[config.mk]
export PLATFORM = sky130hd
export DESIGN_NAME = formula_tokenizer_core
export DESIGN_NICKNAME = d
export VERILOG_FILES = /design/src/ftok_pkg.sv /design/src/ftok_front.sv /design/src/ftok_fifo.sv /design/src/ftok_back.sv /design/src/formula_tokenizer_core.sv
export SDC_FILE = /design/constraint.sdc
export NUM_CORES = 1
export LEC_CHECK = 0
export ABC_AREA = 1
export BUFFER_PORTS_ARGS = -buffer_cell sky130_fd_sc_hd__buf_2
export CAP_MARGIN = 20
export CORE_ASPECT_RATIO = 1.75
export CORE_MARGIN = 2
export CORE_UTILIZATION = 55
export CTS_CLUSTER_SIZE = 8
export DETAILED_ROUTE_END_ITERATION = 8
export GPL_TIMING_DRIVEN = 0
export MAX_ROUTING_LAYER = met4
export PLACE_DENSITY = 0.8
export SYNTH_ARGS = -nofsm -noshare
export SYNTH_HDL_FRONTEND = slang
export SYNTH_SLANG_ARGS = --single-unit
[constraint.sdc]
create_clock -name i_clk -period 5.8 [get_ports i_clk]
set_input_delay 0.58 -clock i_clk [delete_from_list [all_inputs] [get_ports i_clk]]
set_output_delay 0.58 -clock i_clk [all_outputs]
set_load 0.01 [all_outputs]
[src/ftok_pkg.sv]
// ---------------------------------------------------------------------------
// ftok_pkg
// Shared types, token codes and character classes of the formula tokenizer.
// ---------------------------------------------------------------------------
`default_nettype none
package ftok_pkg;

    // token type codes
    localparam logic [4:0] T_END     = 5'd0;
    localparam logic [4:0] T_INVALID = 5'd1;
    localparam logic [4:0] T_CELL    = 5'd2;
    localparam logic [4:0] T_IDENT   = 5'd3;
    localparam logic [4:0] T_NUMBER  = 5'd4;
    localparam logic [4:0] T_NAME    = 5'd5;
    localparam logic [4:0] T_SHEET   = 5'd6;
    localparam logic [4:0] T_STRING  = 5'd7;
    localparam logic [4:0] T_SEMI    = 5'd8;
    localparam logic [4:0] T_OPEN    = 5'd9;
    localparam logic [4:0] T_CLOSE   = 5'd10;
    localparam logic [4:0] T_RANGE   = 5'd11;
    localparam logic [4:0] T_EQ      = 5'd12;
    localparam logic [4:0] T_NE      = 5'd13;
    localparam logic [4:0] T_LE      = 5'd14;
    localparam logic [4:0] T_LT      = 5'd15;
    localparam logic [4:0] T_GE      = 5'd16;
    localparam logic [4:0] T_GT      = 5'd17;
    localparam logic [4:0] T_PLUS    = 5'd18;
    localparam logic [4:0] T_MINUS   = 5'd19;
    localparam logic [4:0] T_MUL     = 5'd20;
    localparam logic [4:0] T_DIV     = 5'd21;
    localparam logic [4:0] T_CAT     = 5'd22;

    // queue between front and back
    localparam int QDEPTH = 4;
    localparam int QPTR_W = 2;
    localparam int QCNT_W = 3;

    // special character kinds
    typedef enum logic [3:0] {
        K_OTHER, K_SPACE, K_DOLLAR, K_AT, K_DOT, K_UNDER, K_BANG,
        K_QUOTE, K_LT, K_GT, K_EQ, K_SIGN
    } t_kind;

    // one classified input transaction
    typedef struct packed {
        logic [7:0] ch;
        logic       is_end;
        logic       letter;
        logic       digit;
        t_kind      kind;
        logic [4:0] stype;
    } t_tok_in;

    // type of a one-character operator
    function automatic logic [4:0] single_type(input logic [7:0] c);
        logic [4:0] t;
        case (c)
            8'h3B: t = T_SEMI;
            8'h28: t = T_OPEN;
            8'h29: t = T_CLOSE;
            8'h3A: t = T_RANGE;
            8'h3D: t = T_EQ;
            8'h2B: t = T_PLUS;
            8'h2D: t = T_MINUS;
            8'h2A: t = T_MUL;
            8'h2F: t = T_DIV;
            8'h26: t = T_CAT;
            default: t = T_INVALID;
        endcase
        return t;
    endfunction

endpackage
`default_nettype wire

[src/ftok_front.sv]
// ---------------------------------------------------------------------------
// ftok_front
// Accepts input characters and classifies them for the lexer.
// ---------------------------------------------------------------------------
`default_nettype none
module ftok_front (
    input  wire logic             s_tvalid,
    output logic                  s_tready,
    input  wire logic [7:0]       s_tdata,   // in_char
    input  wire logic             s_tuser,   // is_end
    input  wire logic             i_q_full,
    output logic                  o_q_push,
    output ftok_pkg::t_tok_in     o_q_data
);
    // accept whenever the queue has room
    assign s_tready = !i_q_full;
    assign o_q_push = s_tvalid && !i_q_full;

    // character classification
    always_comb begin
        logic [7:0] c;
        c = s_tdata;
        o_q_data.ch     = c;
        o_q_data.is_end = s_tuser;
        o_q_data.letter = !s_tuser && ((c >= 8'h41 && c <= 8'h5A) ||
                                       (c >= 8'h61 && c <= 8'h7A));
        o_q_data.digit  = !s_tuser && (c >= 8'h30 && c <= 8'h39);
        o_q_data.stype  = ftok_pkg::single_type(c);
        o_q_data.kind   = ftok_pkg::K_OTHER;
        if (!s_tuser) begin
            case (c)
                8'h20, 8'h09: o_q_data.kind = ftok_pkg::K_SPACE;
                8'h24:        o_q_data.kind = ftok_pkg::K_DOLLAR;
                8'h40:        o_q_data.kind = ftok_pkg::K_AT;
                8'h2E, 8'h2C: o_q_data.kind = ftok_pkg::K_DOT;
                8'h5F:        o_q_data.kind = ftok_pkg::K_UNDER;
                8'h21:        o_q_data.kind = ftok_pkg::K_BANG;
                8'h22:        o_q_data.kind = ftok_pkg::K_QUOTE;
                8'h3C:        o_q_data.kind = ftok_pkg::K_LT;
                8'h3E:        o_q_data.kind = ftok_pkg::K_GT;
                8'h3D:        o_q_data.kind = ftok_pkg::K_EQ;
                8'h2B, 8'h2D: o_q_data.kind = ftok_pkg::K_SIGN;
                default:      o_q_data.kind = ftok_pkg::K_OTHER;
            endcase
        end
    end
endmodule
`default_nettype wire

[src/ftok_fifo.sv]
// ---------------------------------------------------------------------------
// ftok_fifo
// Short register queue of classified characters between front and back.
// ---------------------------------------------------------------------------
`default_nettype none
module ftok_fifo (
    input  wire logic               i_clk,
    input  wire logic               i_rst_n,
    input  wire logic               i_push,
    input  wire ftok_pkg::t_tok_in  i_data,
    output logic                    o_full,
    input  wire logic               i_pop,
    output logic                    o_valid,
    output ftok_pkg::t_tok_in       o_data
);
    ftok_pkg::t_tok_in                 r_mem [ftok_pkg::QDEPTH];
    logic [ftok_pkg::QPTR_W-1:0]       r_wr;
    logic [ftok_pkg::QPTR_W-1:0]       r_rd;
    logic [ftok_pkg::QCNT_W-1:0]       r_cnt;

    assign o_full  = (r_cnt == ftok_pkg::QCNT_W'(ftok_pkg::QDEPTH));
    assign o_valid = (r_cnt != '0);
    assign o_data  = r_mem[r_rd];

    // pointers and fill count
    always_ff @(posedge i_clk) begin
        if (!i_rst_n) begin
            r_wr  <= '0;
            r_rd  <= '0;
            r_cnt <= '0;
        end else begin
            if (i_push) r_wr <= r_wr + 1'b1;
            if (i_pop)  r_rd <= r_rd + 1'b1;
            if (i_push && !i_pop)      r_cnt <= r_cnt + 1'b1;
            else if (!i_push && i_pop) r_cnt <= r_cnt - 1'b1;
        end
    end

    // storage
    always_ff @(posedge i_clk) begin
        if (i_push) r_mem[r_wr] <= i_data;
    end
endmodule
`default_nettype wire

[src/ftok_back.sv]
// ---------------------------------------------------------------------------
// ftok_back
// Lexer state machine: one step per cycle unless starved or stalled; at most one
// result transaction per step; exponent lookahead replay; registered output.
// ---------------------------------------------------------------------------
`default_nettype none
module ftok_back #(
    parameter int POSITION_BITS = 16,
    parameter int MAX_LETTERS   = 4,
    parameter int MAX_DIGITS    = 12
) (
    input  wire logic               i_clk,
    input  wire logic               i_rst_n,
    input  wire logic               i_cfg_we,
    input  wire logic [15:0]        i_cfg_data,
    input  wire logic               i_q_valid,
    input  wire ftok_pkg::t_tok_in  i_q_data,
    output logic                    o_q_pop,
    output logic                    m_tvalid,
    input  wire logic               m_tready,
    output logic [31:0]             m_tdata,   // text_char, token_type, token_start
    output logic                    m_tuser,   // char_valid
    output logic                    m_tlast    // token_end
);
    localparam int PB = POSITION_BITS;
    localparam int LW = $clog2(MAX_LETTERS + 2);
    localparam int DW = $clog2(MAX_DIGITS + 2);
    localparam logic [PB-1:0] POS_MAX = '1;

    typedef enum logic [3:0] {
        M_IDLE, M_CELL_LET, M_CELL_DIG, M_IDENT, M_NAME, M_SHEET, M_NUM_INT,
        M_NUM_FRAC, M_EXP_E, M_EXP_SIGN, M_EXP_SOUT, M_EXP_DIG, M_STR,
        M_STR_QUOTE, M_LT, M_GT
    } t_mode;

    t_mode              r_mode, n_mode;
    logic [PB-1:0]      r_pos, n_pos;
    logic [PB-1:0]      r_begin, n_begin;
    logic [LW-1:0]      r_let, n_let;
    logic [DW-1:0]      r_dig, n_dig;
    ftok_pkg::t_tok_in  r_hold [2];
    ftok_pkg::t_tok_in  n_hold [2];
    logic [1:0]         r_held, n_held;
    logic [1:0]         r_rep_n, n_rep_n;
    logic [1:0]         r_rep_i, n_rep_i;
    logic               r_nonempty, n_nonempty;
    logic               r_ov;
    logic [7:0]         r_o_ch;
    logic               r_o_val;
    logic               r_o_end;
    logic [4:0]         r_o_type;
    logic [15:0]        r_o_start;

    logic               rep_active, have, fire, consume;
    ftok_pkg::t_tok_in  cur;
    logic [1:0]         adv;
    logic               e_go, e_val, e_end, e_use_pos;
    logic [7:0]         e_ch;
    logic [4:0]         e_type;
    logic               cell_ok;
    logic [PB:0]        pos_sum;
    logic [PB-1:0]      e_start;
    logic [32:0]        start_ext;
    logic [32:0]        cfg_ext;

    // current character: replayed lookahead first, then queue head
    assign rep_active = (r_rep_i != r_rep_n);
    assign cur        = rep_active ? r_hold[r_rep_i[0]] : i_q_data;
    assign have       = rep_active || i_q_valid;
    assign fire       = have && (!r_ov || m_tready);
    assign o_q_pop    = fire && consume && !rep_active;

    assign cell_ok = (r_let >= LW'(1)) && (r_let <= LW'(MAX_LETTERS)) &&
                     (r_dig >= DW'(1)) && (r_dig <= DW'(MAX_DIGITS));

    // lexer step
    always_comb begin
        n_mode = r_mode; n_begin = r_begin; n_let = r_let; n_dig = r_dig;
        n_hold = r_hold; n_held = r_held; n_rep_n = r_rep_n;
        n_nonempty = r_nonempty;
        n_rep_i = r_rep_i;
        consume = 1'b0; adv = 2'd0;
        e_go = 1'b0; e_val = 1'b0; e_end = 1'b0; e_use_pos = 1'b0;
        e_ch = 8'h00; e_type = ftok_pkg::T_END;
        case (r_mode)
            M_IDLE: begin
                consume = 1'b1;
                if (cur.is_end) begin
                    n_begin = r_pos; n_let = '0; n_dig = '0; n_nonempty = 1'b0;
                    e_go = 1'b1; e_end = 1'b1; e_use_pos = 1'b1;
                end else if (cur.kind == ftok_pkg::K_SPACE) begin
                    adv = 2'd1;
                end else begin
                    adv = 2'd1;
                    n_begin = r_pos; n_let = '0; n_dig = '0; n_nonempty = 1'b0;
                    if (cur.letter) begin
                        e_go = 1'b1; e_val = 1'b1; e_ch = cur.ch & 8'hDF;
                        n_let = LW'(1); n_mode = M_CELL_LET;
                    end else if (cur.digit) begin
                        e_go = 1'b1; e_val = 1'b1; e_ch = cur.ch;
                        n_dig = DW'(1); n_mode = M_NUM_INT;
                    end else begin
                        case (cur.kind)
                            ftok_pkg::K_DOLLAR: begin
                                e_go = 1'b1; e_val = 1'b1; e_ch = cur.ch;
                                n_mode = M_CELL_LET;
                            end
                            ftok_pkg::K_AT:    n_mode = M_IDENT;
                            ftok_pkg::K_DOT: begin
                                e_go = 1'b1; e_val = 1'b1; e_ch = 8'h2E;
                                n_mode = M_NUM_FRAC;
                            end
                            ftok_pkg::K_UNDER: n_mode = M_NAME;
                            ftok_pkg::K_BANG:  n_mode = M_SHEET;
                            ftok_pkg::K_QUOTE: n_mode = M_STR;
                            ftok_pkg::K_LT: begin
                                e_go = 1'b1; e_val = 1'b1; e_ch = cur.ch;
                                n_mode = M_LT;
                            end
                            ftok_pkg::K_GT: begin
                                e_go = 1'b1; e_val = 1'b1; e_ch = cur.ch;
                                n_mode = M_GT;
                            end
                            default: begin
                                e_go = 1'b1; e_val = 1'b1; e_end = 1'b1;
                                e_use_pos = 1'b1; e_ch = cur.ch; e_type = cur.stype;
                            end
                        endcase
                    end
                end
            end
            M_CELL_LET: begin
                if (cur.letter) begin
                    e_go = 1'b1; e_val = 1'b1; e_ch = cur.ch & 8'hDF;
                    if (r_let <= LW'(MAX_LETTERS)) n_let = r_let + 1'b1;
                    adv = 2'd1; consume = 1'b1;
                end else if (cur.kind == ftok_pkg::K_DOLLAR) begin
                    e_go = 1'b1; e_val = 1'b1; e_ch = cur.ch;
                    adv = 2'd1; consume = 1'b1; n_mode = M_CELL_DIG;
                end else if (cur.digit) begin
                    e_go = 1'b1; e_val = 1'b1; e_ch = cur.ch; n_dig = DW'(1);
                    adv = 2'd1; consume = 1'b1; n_mode = M_CELL_DIG;
                end else begin
                    e_go = 1'b1; e_end = 1'b1; n_mode = M_IDLE;
                    e_type = cell_ok ? ftok_pkg::T_CELL : ftok_pkg::T_INVALID;
                end
            end
            M_CELL_DIG: begin
                if (cur.digit) begin
                    e_go = 1'b1; e_val = 1'b1; e_ch = cur.ch;
                    if (r_dig <= DW'(MAX_DIGITS)) n_dig = r_dig + 1'b1;
                    adv = 2'd1; consume = 1'b1;
                end else begin
                    e_go = 1'b1; e_end = 1'b1; n_mode = M_IDLE;
                    e_type = cell_ok ? ftok_pkg::T_CELL : ftok_pkg::T_INVALID;
                end
            end
            M_IDENT: begin
                if (cur.letter) begin
                    e_go = 1'b1; e_val = 1'b1; e_ch = cur.ch & 8'hDF;
                    n_nonempty = 1'b1; adv = 2'd1; consume = 1'b1;
                end else begin
                    e_go = 1'b1; e_end = 1'b1; n_mode = M_IDLE;
                    e_type = r_nonempty ? ftok_pkg::T_IDENT : ftok_pkg::T_INVALID;
                end
            end
            M_NAME, M_SHEET: begin
                if (cur.letter || cur.digit || cur.kind == ftok_pkg::K_UNDER ||
                    cur.kind == ftok_pkg::K_DOLLAR) begin
                    e_go = 1'b1; e_val = 1'b1; e_ch = cur.ch;
                    n_nonempty = 1'b1; adv = 2'd1; consume = 1'b1;
                end else begin
                    e_go = 1'b1; e_end = 1'b1; n_mode = M_IDLE;
                    if (!r_nonempty)         e_type = ftok_pkg::T_INVALID;
                    else if (r_mode == M_NAME) e_type = ftok_pkg::T_NAME;
                    else                     e_type = ftok_pkg::T_SHEET;
                end
            end
            M_NUM_INT, M_NUM_FRAC: begin
                if (cur.digit) begin
                    e_go = 1'b1; e_val = 1'b1; e_ch = cur.ch;
                    if (r_mode == M_NUM_FRAC) n_dig = DW'(1);
                    adv = 2'd1; consume = 1'b1;
                end else if (r_mode == M_NUM_INT && cur.kind == ftok_pkg::K_DOT) begin
                    e_go = 1'b1; e_val = 1'b1; e_ch = 8'h2E;
                    adv = 2'd1; consume = 1'b1; n_mode = M_NUM_FRAC;
                end else if (r_dig == '0) begin
                    e_go = 1'b1; e_end = 1'b1; n_mode = M_IDLE;
                    e_type = ftok_pkg::T_INVALID;
                end else if (cur.letter && (cur.ch & 8'hDF) == 8'h45) begin
                    // hold the exponent mark until a digit confirms it
                    n_hold[0] = cur; n_held = 2'd1; consume = 1'b1;
                    n_mode = M_EXP_E;
                end else begin
                    e_go = 1'b1; e_end = 1'b1; n_mode = M_IDLE;
                    e_type = ftok_pkg::T_NUMBER;
                end
            end
            M_EXP_E, M_EXP_SIGN: begin
                if (r_mode == M_EXP_E && cur.kind == ftok_pkg::K_SIGN) begin
                    n_hold[1] = cur; n_held = 2'd2; consume = 1'b1;
                    n_mode = M_EXP_SIGN;
                end else if (cur.digit) begin
                    // exponent confirmed: emit mark, then sign, then digits
                    e_go = 1'b1; e_val = 1'b1; e_ch = 8'h65;
                    adv = r_held; n_held = 2'd0;
                    n_mode = (r_held == 2'd2) ? M_EXP_SOUT : M_EXP_DIG;
                end else begin
                    // lookahead failed: close number, replay held characters
                    e_go = 1'b1; e_end = 1'b1; e_type = ftok_pkg::T_NUMBER;
                    n_mode = M_IDLE; n_rep_n = r_held; n_rep_i = 2'd0;
                    n_held = 2'd0;
                end
            end
            M_EXP_SOUT: begin
                e_go = 1'b1; e_val = 1'b1; e_ch = r_hold[1].ch;
                n_mode = M_EXP_DIG;
            end
            M_EXP_DIG: begin
                if (cur.digit) begin
                    e_go = 1'b1; e_val = 1'b1; e_ch = cur.ch;
                    adv = 2'd1; consume = 1'b1;
                end else begin
                    e_go = 1'b1; e_end = 1'b1; n_mode = M_IDLE;
                    e_type = ftok_pkg::T_NUMBER;
                end
            end
            M_STR: begin
                if (cur.is_end) begin
                    e_go = 1'b1; e_end = 1'b1; n_mode = M_IDLE;
                    e_type = ftok_pkg::T_INVALID;
                end else if (cur.kind == ftok_pkg::K_QUOTE) begin
                    adv = 2'd1; consume = 1'b1; n_mode = M_STR_QUOTE;
                end else begin
                    e_go = 1'b1; e_val = 1'b1; e_ch = cur.ch;
                    adv = 2'd1; consume = 1'b1;
                end
            end
            M_STR_QUOTE: begin
                if (cur.kind == ftok_pkg::K_QUOTE) begin
                    e_go = 1'b1; e_val = 1'b1; e_ch = cur.ch;
                    adv = 2'd1; consume = 1'b1; n_mode = M_STR;
                end else begin
                    e_go = 1'b1; e_end = 1'b1; n_mode = M_IDLE;
                    e_type = ftok_pkg::T_STRING;
                end
            end
            M_LT: begin
                e_go = 1'b1; e_end = 1'b1; n_mode = M_IDLE;
                if (cur.kind == ftok_pkg::K_GT || cur.kind == ftok_pkg::K_EQ) begin
                    e_val = 1'b1; e_ch = cur.ch; adv = 2'd1; consume = 1'b1;
                    e_type = (cur.kind == ftok_pkg::K_GT) ? ftok_pkg::T_NE
                                                          : ftok_pkg::T_LE;
                end else begin
                    e_type = ftok_pkg::T_LT;
                end
            end
            M_GT: begin
                e_go = 1'b1; e_end = 1'b1; n_mode = M_IDLE;
                if (cur.kind == ftok_pkg::K_EQ) begin
                    e_val = 1'b1; e_ch = cur.ch; adv = 2'd1; consume = 1'b1;
                    e_type = ftok_pkg::T_GE;
                end else begin
                    e_type = ftok_pkg::T_GT;
                end
            end
            default: n_mode = M_IDLE;
        endcase
        if (consume && rep_active) n_rep_i = r_rep_i + 1'b1;
    end

    // saturating position advance and start field
    assign pos_sum   = {1'b0, r_pos} + (PB + 1)'(adv);
    assign n_pos     = pos_sum[PB] ? POS_MAX : pos_sum[PB-1:0];
    assign e_start   = e_use_pos ? r_pos : r_begin;
    assign start_ext = 33'(e_start);
    assign cfg_ext   = 33'(i_cfg_data);

    // state and output register
    always_ff @(posedge i_clk) begin
        if (!i_rst_n) begin
            r_mode     <= M_IDLE;
            r_pos      <= '0;
            r_begin    <= '0;
            r_let      <= '0;
            r_dig      <= '0;
            r_held     <= '0;
            r_rep_n    <= '0;
            r_rep_i    <= '0;
            r_nonempty <= 1'b0;
            r_ov       <= 1'b0;
        end else begin
            if (i_cfg_we) begin
                r_pos <= (cfg_ext > 33'(POS_MAX)) ? POS_MAX : cfg_ext[PB-1:0];
            end else if (fire) begin
                r_pos <= n_pos;
            end
            if (fire) begin
                r_mode     <= n_mode;
                r_begin    <= n_begin;
                r_let      <= n_let;
                r_dig      <= n_dig;
                r_held     <= n_held;
                r_nonempty <= n_nonempty;
                if (n_rep_i == n_rep_n) begin
                    r_rep_n <= '0;
                    r_rep_i <= '0;
                end else begin
                    r_rep_n <= n_rep_n;
                    r_rep_i <= n_rep_i;
                end
            end
            if (fire && e_go)  r_ov <= 1'b1;
            else if (m_tready) r_ov <= 1'b0;
        end
    end

    // payload registers
    always_ff @(posedge i_clk) begin
        if (fire) begin
            r_hold <= n_hold;
        end
        if (fire && e_go) begin
            r_o_val   <= e_val;
            r_o_end   <= e_end;
            r_o_ch    <= e_val ? e_ch : 8'h00;
            r_o_type  <= e_end ? e_type : ftok_pkg::T_END;
            r_o_start <= !e_end ? 16'h0000 :
                         (start_ext > 33'h0FFFF) ? 16'hFFFF : start_ext[15:0];
        end
    end

    assign m_tvalid = r_ov;
    assign m_tdata  = {3'b000, r_o_start, r_o_type, r_o_ch};
    assign m_tuser  = r_o_val;
    assign m_tlast  = r_o_end;

`ifndef SYNTHESIS
    // replay index never runs past the replay length
    a_rep_bound: assert property (@(posedge i_clk) disable iff (!i_rst_n)
        r_rep_i <= r_rep_n)
        else $error("replay index beyond replay length");

    // one held character in the exponent-mark mode, two in the exponent-sign mode
    a_held_mode: assert property (@(posedge i_clk) disable iff (!i_rst_n)
        ((r_mode == M_EXP_E) == (r_held == 2'd1)) &&
        ((r_mode == M_EXP_SIGN) == (r_held == 2'd2)))
        else $error("held count out of step with lexer mode");

    // every result carries a character or ends a token
    a_no_empty: assert property (@(posedge i_clk) disable iff (!i_rst_n)
        r_ov |-> (r_o_val || r_o_end))
        else $error("empty result transaction");

    // a stalled result is not overwritten
    a_hold_out: assert property (@(posedge i_clk) disable iff (!i_rst_n)
        (r_ov && !m_tready) |=> (r_ov && $stable(r_o_ch) && $stable(r_o_type)))
        else $error("stalled result changed");
`endif
endmodule
`default_nettype wire

[src/formula_tokenizer_core.sv]
// A character is registered in the queue, then its first result in the output register.
// Throughput: one character per cycle while the 4-deep queue has room; a character
// that closes a token is lexed again to open the next, and a failed exponent
// lookahead replays its held characters; the queue absorbs these extra lexer steps.
// Reset: synchronous active-low; clears queue, lexer mode, counters and output valid.
// ---------------------------------------------------------------------------
// formula_tokenizer_core
// Streaming formula tokenizer: front classifier, queue and lexer back end.
// ---------------------------------------------------------------------------
`default_nettype none
module formula_tokenizer_core #(
    parameter int POSITION_BITS = 16,
    parameter int MAX_LETTERS   = 4,
    parameter int MAX_DIGITS    = 12
) (
    input  wire logic        i_clk,
    input  wire logic        i_rst_n,
    input  wire logic        i_cfg_valid,
    output logic             o_cfg_ready,
    input  wire logic [15:0] i_cfg_data,   // start_position
    input  wire logic        s_tvalid,
    output logic             s_tready,
    input  wire logic [7:0]  s_tdata,      // in_char
    input  wire logic        s_tuser,      // is_end
    output logic             m_tvalid,
    input  wire logic        m_tready,
    output logic [31:0]      m_tdata,      // text_char, token_type, token_start, zeros
    output logic             m_tuser,      // char_valid
    output logic             m_tlast       // token_end
);
    logic               q_full, q_push, q_pop, q_valid;
    ftok_pkg::t_tok_in  q_in, q_out;

    assign o_cfg_ready = 1'b1;

    ftok_front u_front (
        .s_tvalid (s_tvalid),
        .s_tready (s_tready),
        .s_tdata  (s_tdata),
        .s_tuser  (s_tuser),
        .i_q_full (q_full),
        .o_q_push (q_push),
        .o_q_data (q_in)
    );

    ftok_fifo u_fifo (
        .i_clk   (i_clk),
        .i_rst_n (i_rst_n),
        .i_push  (q_push),
        .i_data  (q_in),
        .o_full  (q_full),
        .i_pop   (q_pop),
        .o_valid (q_valid),
        .o_data  (q_out)
    );

    ftok_back #(
        .POSITION_BITS (POSITION_BITS),
        .MAX_LETTERS   (MAX_LETTERS),
        .MAX_DIGITS    (MAX_DIGITS)
    ) u_back (
        .i_clk      (i_clk),
        .i_rst_n    (i_rst_n),
        .i_cfg_we   (i_cfg_valid),
        .i_cfg_data (i_cfg_data),
        .i_q_valid  (q_valid),
        .i_q_data   (q_out),
        .o_q_pop    (q_pop),
        .m_tvalid   (m_tvalid),
        .m_tready   (m_tready),
        .m_tdata    (m_tdata),
        .m_tuser    (m_tuser),
        .m_tlast    (m_tlast)
    );
endmodule
`default_nettype wire

# After elaboration in Yosys (flattened, before gate mapping)
# Memory sizes are Yosys's and may differ from the RTL's. A register that Yosys moved wholly into a read port is not among the register bits.
# Cells that the tools add are included.
[word_totals]
reg_bits = 128
latch_bits = 0
mem_bits_rw = 80
mem_bits_ro = 0
output_inout_bits = 37
memories = 1
[classes]
add_sub_neg = 8
n_mul = 0
div = 0
order_cmp = 13
eq_ne = 76
n_shift = 0
n_mux = 193
bitwise_logic = 4
reduce_logical = 62
[mem_list]
columns = ["name", "depth", "word_bits", "rd", "rd_ports_with_merged_regs", "write_ports", "line_no", "text"]
rows = [
  ["u_fifo.r_mem", 4, 20, 1, 1, 1, "ftok_fifo.sv:16", "ftok_pkg::t_tok_in r_mem [ftok_pkg::QDEPTH];"],
]
[op_table]
columns = ["op", "count"]
rows = [
  ["$eq A8 B6 Y1 const B", 18],
  ["$mux W16", 8],
  ["$mux W8", 16],
  ["$mux W4", 29],
  ["$pmux W8 S12", 1],
  ["$pmux W4 S11", 2],
  ["$mux W20", 4],
  ["$mux W5", 16],
  ["$mux W1", 67],
  ["$pmux W5 S12", 1],
  ["$mux W2", 26],
  ["$pmux W5 S10", 1],
  ["$eq A4 B4 Y1 const B", 12],
  ["$eq A4 B3 Y1 const B", 8],
  ["$gt A16 B16 Y1 const B", 2],
  ["$pmux W4 S8", 1],
  ["$mux W3", 9],
  ["$ne A2 B1 Y1 const B", 11],
  ["$ne A2 B2 Y1 const B", 10],
  ["$pmux W2 S10", 1],
  ["$reduce_and A10 Y1", 2],
  ["$logic_and A1 B1 Y1", 19],
  ["$reduce_or A2 Y1", 9],
  ["$add A16 B2 Y17", 1],
  ["50 further kinds", 82],
]

# Logic depth before layout (Yosys ltp)
[logic_depth]
ltp_word = 17
ltp_mapped = 34
mapped_depth_nobuf = 31

# Hierarchy
# From an unflattened synthesis, not the netlist that was laid out.
[unflattened]
hier_cells = 1266
area_unflattened_um2 = 10945.5
[modules_own_cells]
columns = ["mod", "n_inst", "cells_per_inst", "area_each_um2", "seq_area_each_um2"]
rows = [
  ["ftok_back", 1, 886, 6962.9, 3123.0],
  ["ftok_fifo", 1, 253, 3385.7, 2582.5],
  ["ftok_front", 1, 125, 585.6, 0.0],
  ["formula_tokenizer_core", 1, 2, 11.3, 0.0],
]

# Worst setup path after synthesis
# OpenSTA, ideal clock, no wires.
[synth_timing]
path_kind = "reg-to-reg"
start = "register u_back.r_rep_i[0]"
end = "register u_back.r_pos[11]"
arrival_ns = 4.218
t_required_ns = 5.705
slack_ns = 1.487
stages_incl_launch_ff = 33
path_cell_list = "dfxtp_1 buf_6 inv_2 nand2_2 nand2_4 inv_2 nand2_4 buf_6 nand2_1 nand2_1 nand2_2 nor2_1 nand3_1 inv_2 nor2_2 inv_1 nor2_1 inv_1 o211ai_1 ha_1 inv_1 fa_1 or2_1 nor2_1 nand3_1 inv_1 nand3_1 nor3_2 nand4_1 o21ai_1 inv_1 clkbuf_1 a221oi_1"
[synth_rtl]
columns = ["item", "line_no", "text"]
rows = [
  ["start: declaration", "ftok_back.sv:45", "logic [1:0] r_rep_i, n_rep_i;"],
  ["start signal: assignment", "ftok_back.sv:310", "r_rep_i <= n_rep_i;"],
  ["end signal: assignment", "ftok_back.sv:294", "r_pos <= (cfg_ext > 33'(POS_MAX)) ? POS_MAX : cfg_ext[PB-1:0];"],
  ["end signal: assignment", "ftok_back.sv:296", "r_pos <= n_pos;"],
  ["end: declaration", "ftok_back.sv:37", "logic [PB-1:0] r_pos, n_pos;"],
]

==> flow_summary.yaml <==
global_routing:
  grt_max_degree: 23
  antenna_found_initial: 1
  grt_pass1_vias: 9061
  grt_pass1_wl_microns: 46890
  overflow: 0
  grt_use_total_pct: 30.65
setup_path:
  cp-end-kind: "register"
  crit_slowest_cell: "dfxtp_1"
  reg2reg_to: "u_back.r_pos[2]$_SDFFE_PN0P_"
  r2r_cells: 31
  critPathMaxStageDelay_ps: 460
  crit_path_start_kind: "register"
  r2r_slack_ps: 500
  arrival_ps: 5760
  critPathKind: "reg2reg"
  worstPathRequired_ps: 6260
  cp_max_fo: 10
detailed_routing:
  drc: 0
  via_per_inst: 5.676
  final_antenna_net_count: 0
  drt_iter0_drc: 636
  drt_wl_total_microns: 30380
  dr.pass1.iters: 8
  vias: 9064
  routedWlPerCell_microns: 19.03
power_and_ir_drop:
  power_per_cell_area_mw_per_mm2: 504.9
  ir_worst_vdd_mv: 0.4530
  finalPower_mw: 6.239
  leakage_nw: 5.044
timing:
  period_share_pct: 91.31
  slew_headroom_pct: 43.78
  tns_ps: 0
  tightest_slew_ps: 836.4
  fin_skew_ps: 12.86
  rsz0062_at_grt: "no"
  max_freq_mhz: 188.8
  maxSlewViolCount: 0
  setup_viol: 0
  hold_viol: 0
  layout_min_cycle_time_ps: 5296
placed_design:
  port_buffers: 61
  placed_cell_area_sq_mm: 0.01146
  dp_hpwl_microns: 22700
  dp.cells: 1541
  gp_congestion: 1.039
run_status:
  status: "finished clean"
cts:
  cts_buffers: 30
  root_buffer: "clkbuf_16"
  clk_path_buf_depth: 3
  clk_latency_ps: 540
  cts_tree: "done"
  cts.sinks: 210
  h-tree-depth: 1
  clk_pin_slew_ps: 50
finish:
  antenna_cells: 0
  fin_area_sq_mm: 0.01236
  drive_gt1_share_pct: 14.38
  final_cells: 1597
  syn_to_final_growth_pct: 15.83
  layout.nets: 1377
  utilization_pct: 64.65
synth:
  synth_edf_count: 150
  synth_top_area_share_pct: 42.22
  ys_top_cells_by_count: "253 x nand2_1, 155 x nor2_1, 150 x edfxtp_1, 141 x inv_1, 89 x o21ai_0"
  synthArstFlopShare_pct: 0
  yosysUniqueCellTypes: 52
  synth-main-ff-cell: "edfxtp_1"
  yosysWarnings: 0
  synth.ff_latch_count: 210
  syn_area_sq_mm: 0.01067
  avgSynthCellArea_sq_um: 8.694
  synth_area_leaders: "edfxtp_1 42%, dfxtp_1 11%, nand2_1 8.9%"
  syn_inst: 1227
  ys_seq_area_share_pct: 53.48
  synth_area_leader_cell: "edfxtp_1"
  yosysMostFrequentCell: "nand2_1"
die:
  initial_core_util_pct: 55.81
  io_pins: 67
  die_w_microns: 109.3
  core_region_area_sq_mm: 0.01911
  dieArea_sq_mm: 0.02057
  die_h_microns: 188.2
  row_count: 67
min_path:
  min_from: "s_tdata[7]"
  hold_depth: 1
  hp-class: "in2reg"
  min_to: "u_fifo.r_mem[2][19]$_DFFE_PP_"
run:
  maxCapViolCount: 0
-- critical path, delay by kind of cell, from the launching register on --
family	cells	cell delay [ps]
DFF	1	460
buffers and inverters	8	1050
and+or+nand+nor	17	2430
adders and majority gates	2	600
AOI/OAI and AO/OA	4	660
-- cells in the final DEF (no fill, tap or decap), types with 4 or more instances in the layout --
| cell type | synthesis | layout |
|---|---|---|
| nand2_1 | 253 | 253 |
| nor2_1 | 155 | 150 |
| edfxtp_1 | 150 | 150 |
| inv_1 | 141 | 141 |
| o21ai_0 | 89 | 89 |
| a21oi_1 | 68 | 68 |
| buf_2 | 5 | 66 |
| dfxtp_1 | 60 | 60 |
| nand3_1 | 50 | 49 |
| clkbuf_1 | 24 | 47 |
| clkbuf_16 | 0 | 31 |
| nor3_1 | 21 | 21 |
| a31oi_1 | 19 | 19 |
| inv_2 | 18 | 18 |
| nand2_2 | 15 | 15 |
| ha_1 | 13 | 13 |
| nor2_2 | 6 | 11 |
| nand4_1 | 11 | 11 |
| a211oi_1 | 11 | 11 |
| o21ai_1 | 11 | 10 |
| o221ai_1 | 10 | 10 |
| buf_4 | 7 | 9 |
| a21oi_2 | 9 | 9 |
| buf_6 | 8 | 8 |
| xor2_1 | 8 | 8 |
| o22ai_1 | 7 | 7 |
| o211ai_1 | 7 | 7 |
| nand3_2 | 4 | 5 |
| nor2_4 | 4 | 4 |
| a2111oi_0 | 5 | 4 |
| conb_1 | 2 | 4 |
-- sequential cells by signal (all words and copies together) (netlist names), named ones only --
register and count:
u_fifo.r_mem 80, u_back.r_hold 39, u_back.r_begin 16, u_back.r_o_start 16
u_back.r_pos 16, u_back.r_o_ch 8, u_back.r_o_type 5, u_back.r_dig 4
u_back.r_mode 4, u_back.r_let 3, u_fifo.r_cnt 3, u_back.r_held 2
u_back.r_rep_i 2, u_back.r_rep_n 2, u_fifo.r_rd 2, u_fifo.r_wr 2
u_back.m_tlast 1, u_back.m_tuser 1, u_back.m_tvalid 1, u_back.r_nonempty 1
-- worst max path at each step --
stage                                         startpoint                       endpoint
after floorplan           u_back.r_rep_i[0]$_SDFFE_PN0P_  u_back.r_pos[11]$_SDFFE_PN0P_
after global placement                          register    u_back.r_hold[24]$_DFFE_PP_
after detailed placement  u_back.r_rep_i[1]$_SDFFE_PN0P_   u_back.r_pos[2]$_SDFFE_PN0P_
after CTS                 u_back.r_rep_i[1]$_SDFFE_PN0P_   u_back.r_pos[2]$_SDFFE_PN0P_
after global routing                            register  u_back.r_pos[11]$_SDFFE_PN0P_
final                                           register   u_back.r_pos[2]$_SDFFE_PN0P_
-- per-layer routing --
metal	GRT usage [%]	share of wire (%)	up-vias
met2	56.14	55	374
met3	3.978	4.3	137
li1	-	-	4375
met4	20.89	7.7	0
met5	-	0	-
met1	28.47	33	4178
-- through the flow --
stage	setup WS, ps	hold WS, ps
3_3_place_gp	125.3	450.5
5_1_grt	73.21	306.8
3_5_place_dp	366.2	464.5
4_1_cts	288.6	291.4
6_report	504.1	299.5
2_1_floorplan	1487	436.2
-- layout make-up --
type	instances	area, sq um
fill	1569	6756
sequential	210	5705
multi-input combinational	816	4158
clock buffer	55	865.8
inverter	159	596.8
timing repair buffer	71	461.7
tap	241	301.5
buffer	44	259.0
clock inverter	1	8.758
-- repair_timing --
item,4_1_cts,5_1_grt
hold buffers,0,0
setup endpoints to repair,0,12
resized for setup,0,6
buffers inserted,0,0
-- report_power, final --
part,internal [mW],total (mW),switching [mW]
logic,0.718,2.47,1.75
registers,2.03,2.17,0.140
clock network,0.990,1.60,0.613
total,3.73,6.24,2.50
-- kinds of logic (layout without fill, tap and decap cells) --
| kind of cell | Yosys count | in the layout | synth area share, % |
|---|---|---|---|
| compound gates | 259 | 259 | 14.56 |
| xor+xnor | 8 | 8 | 0.6568 |
| fa+ha+maj | 15 | 15 | 1.900 |
| buf+inv | 203 | 330 | 8.011 |
| flops | 210 | 210 | 53.48 |
| other cells | 2 | 4 | 0.07040 |
| simple gates | 530 | 530 | 21.32 |
(Power assumes the default switching activity.)
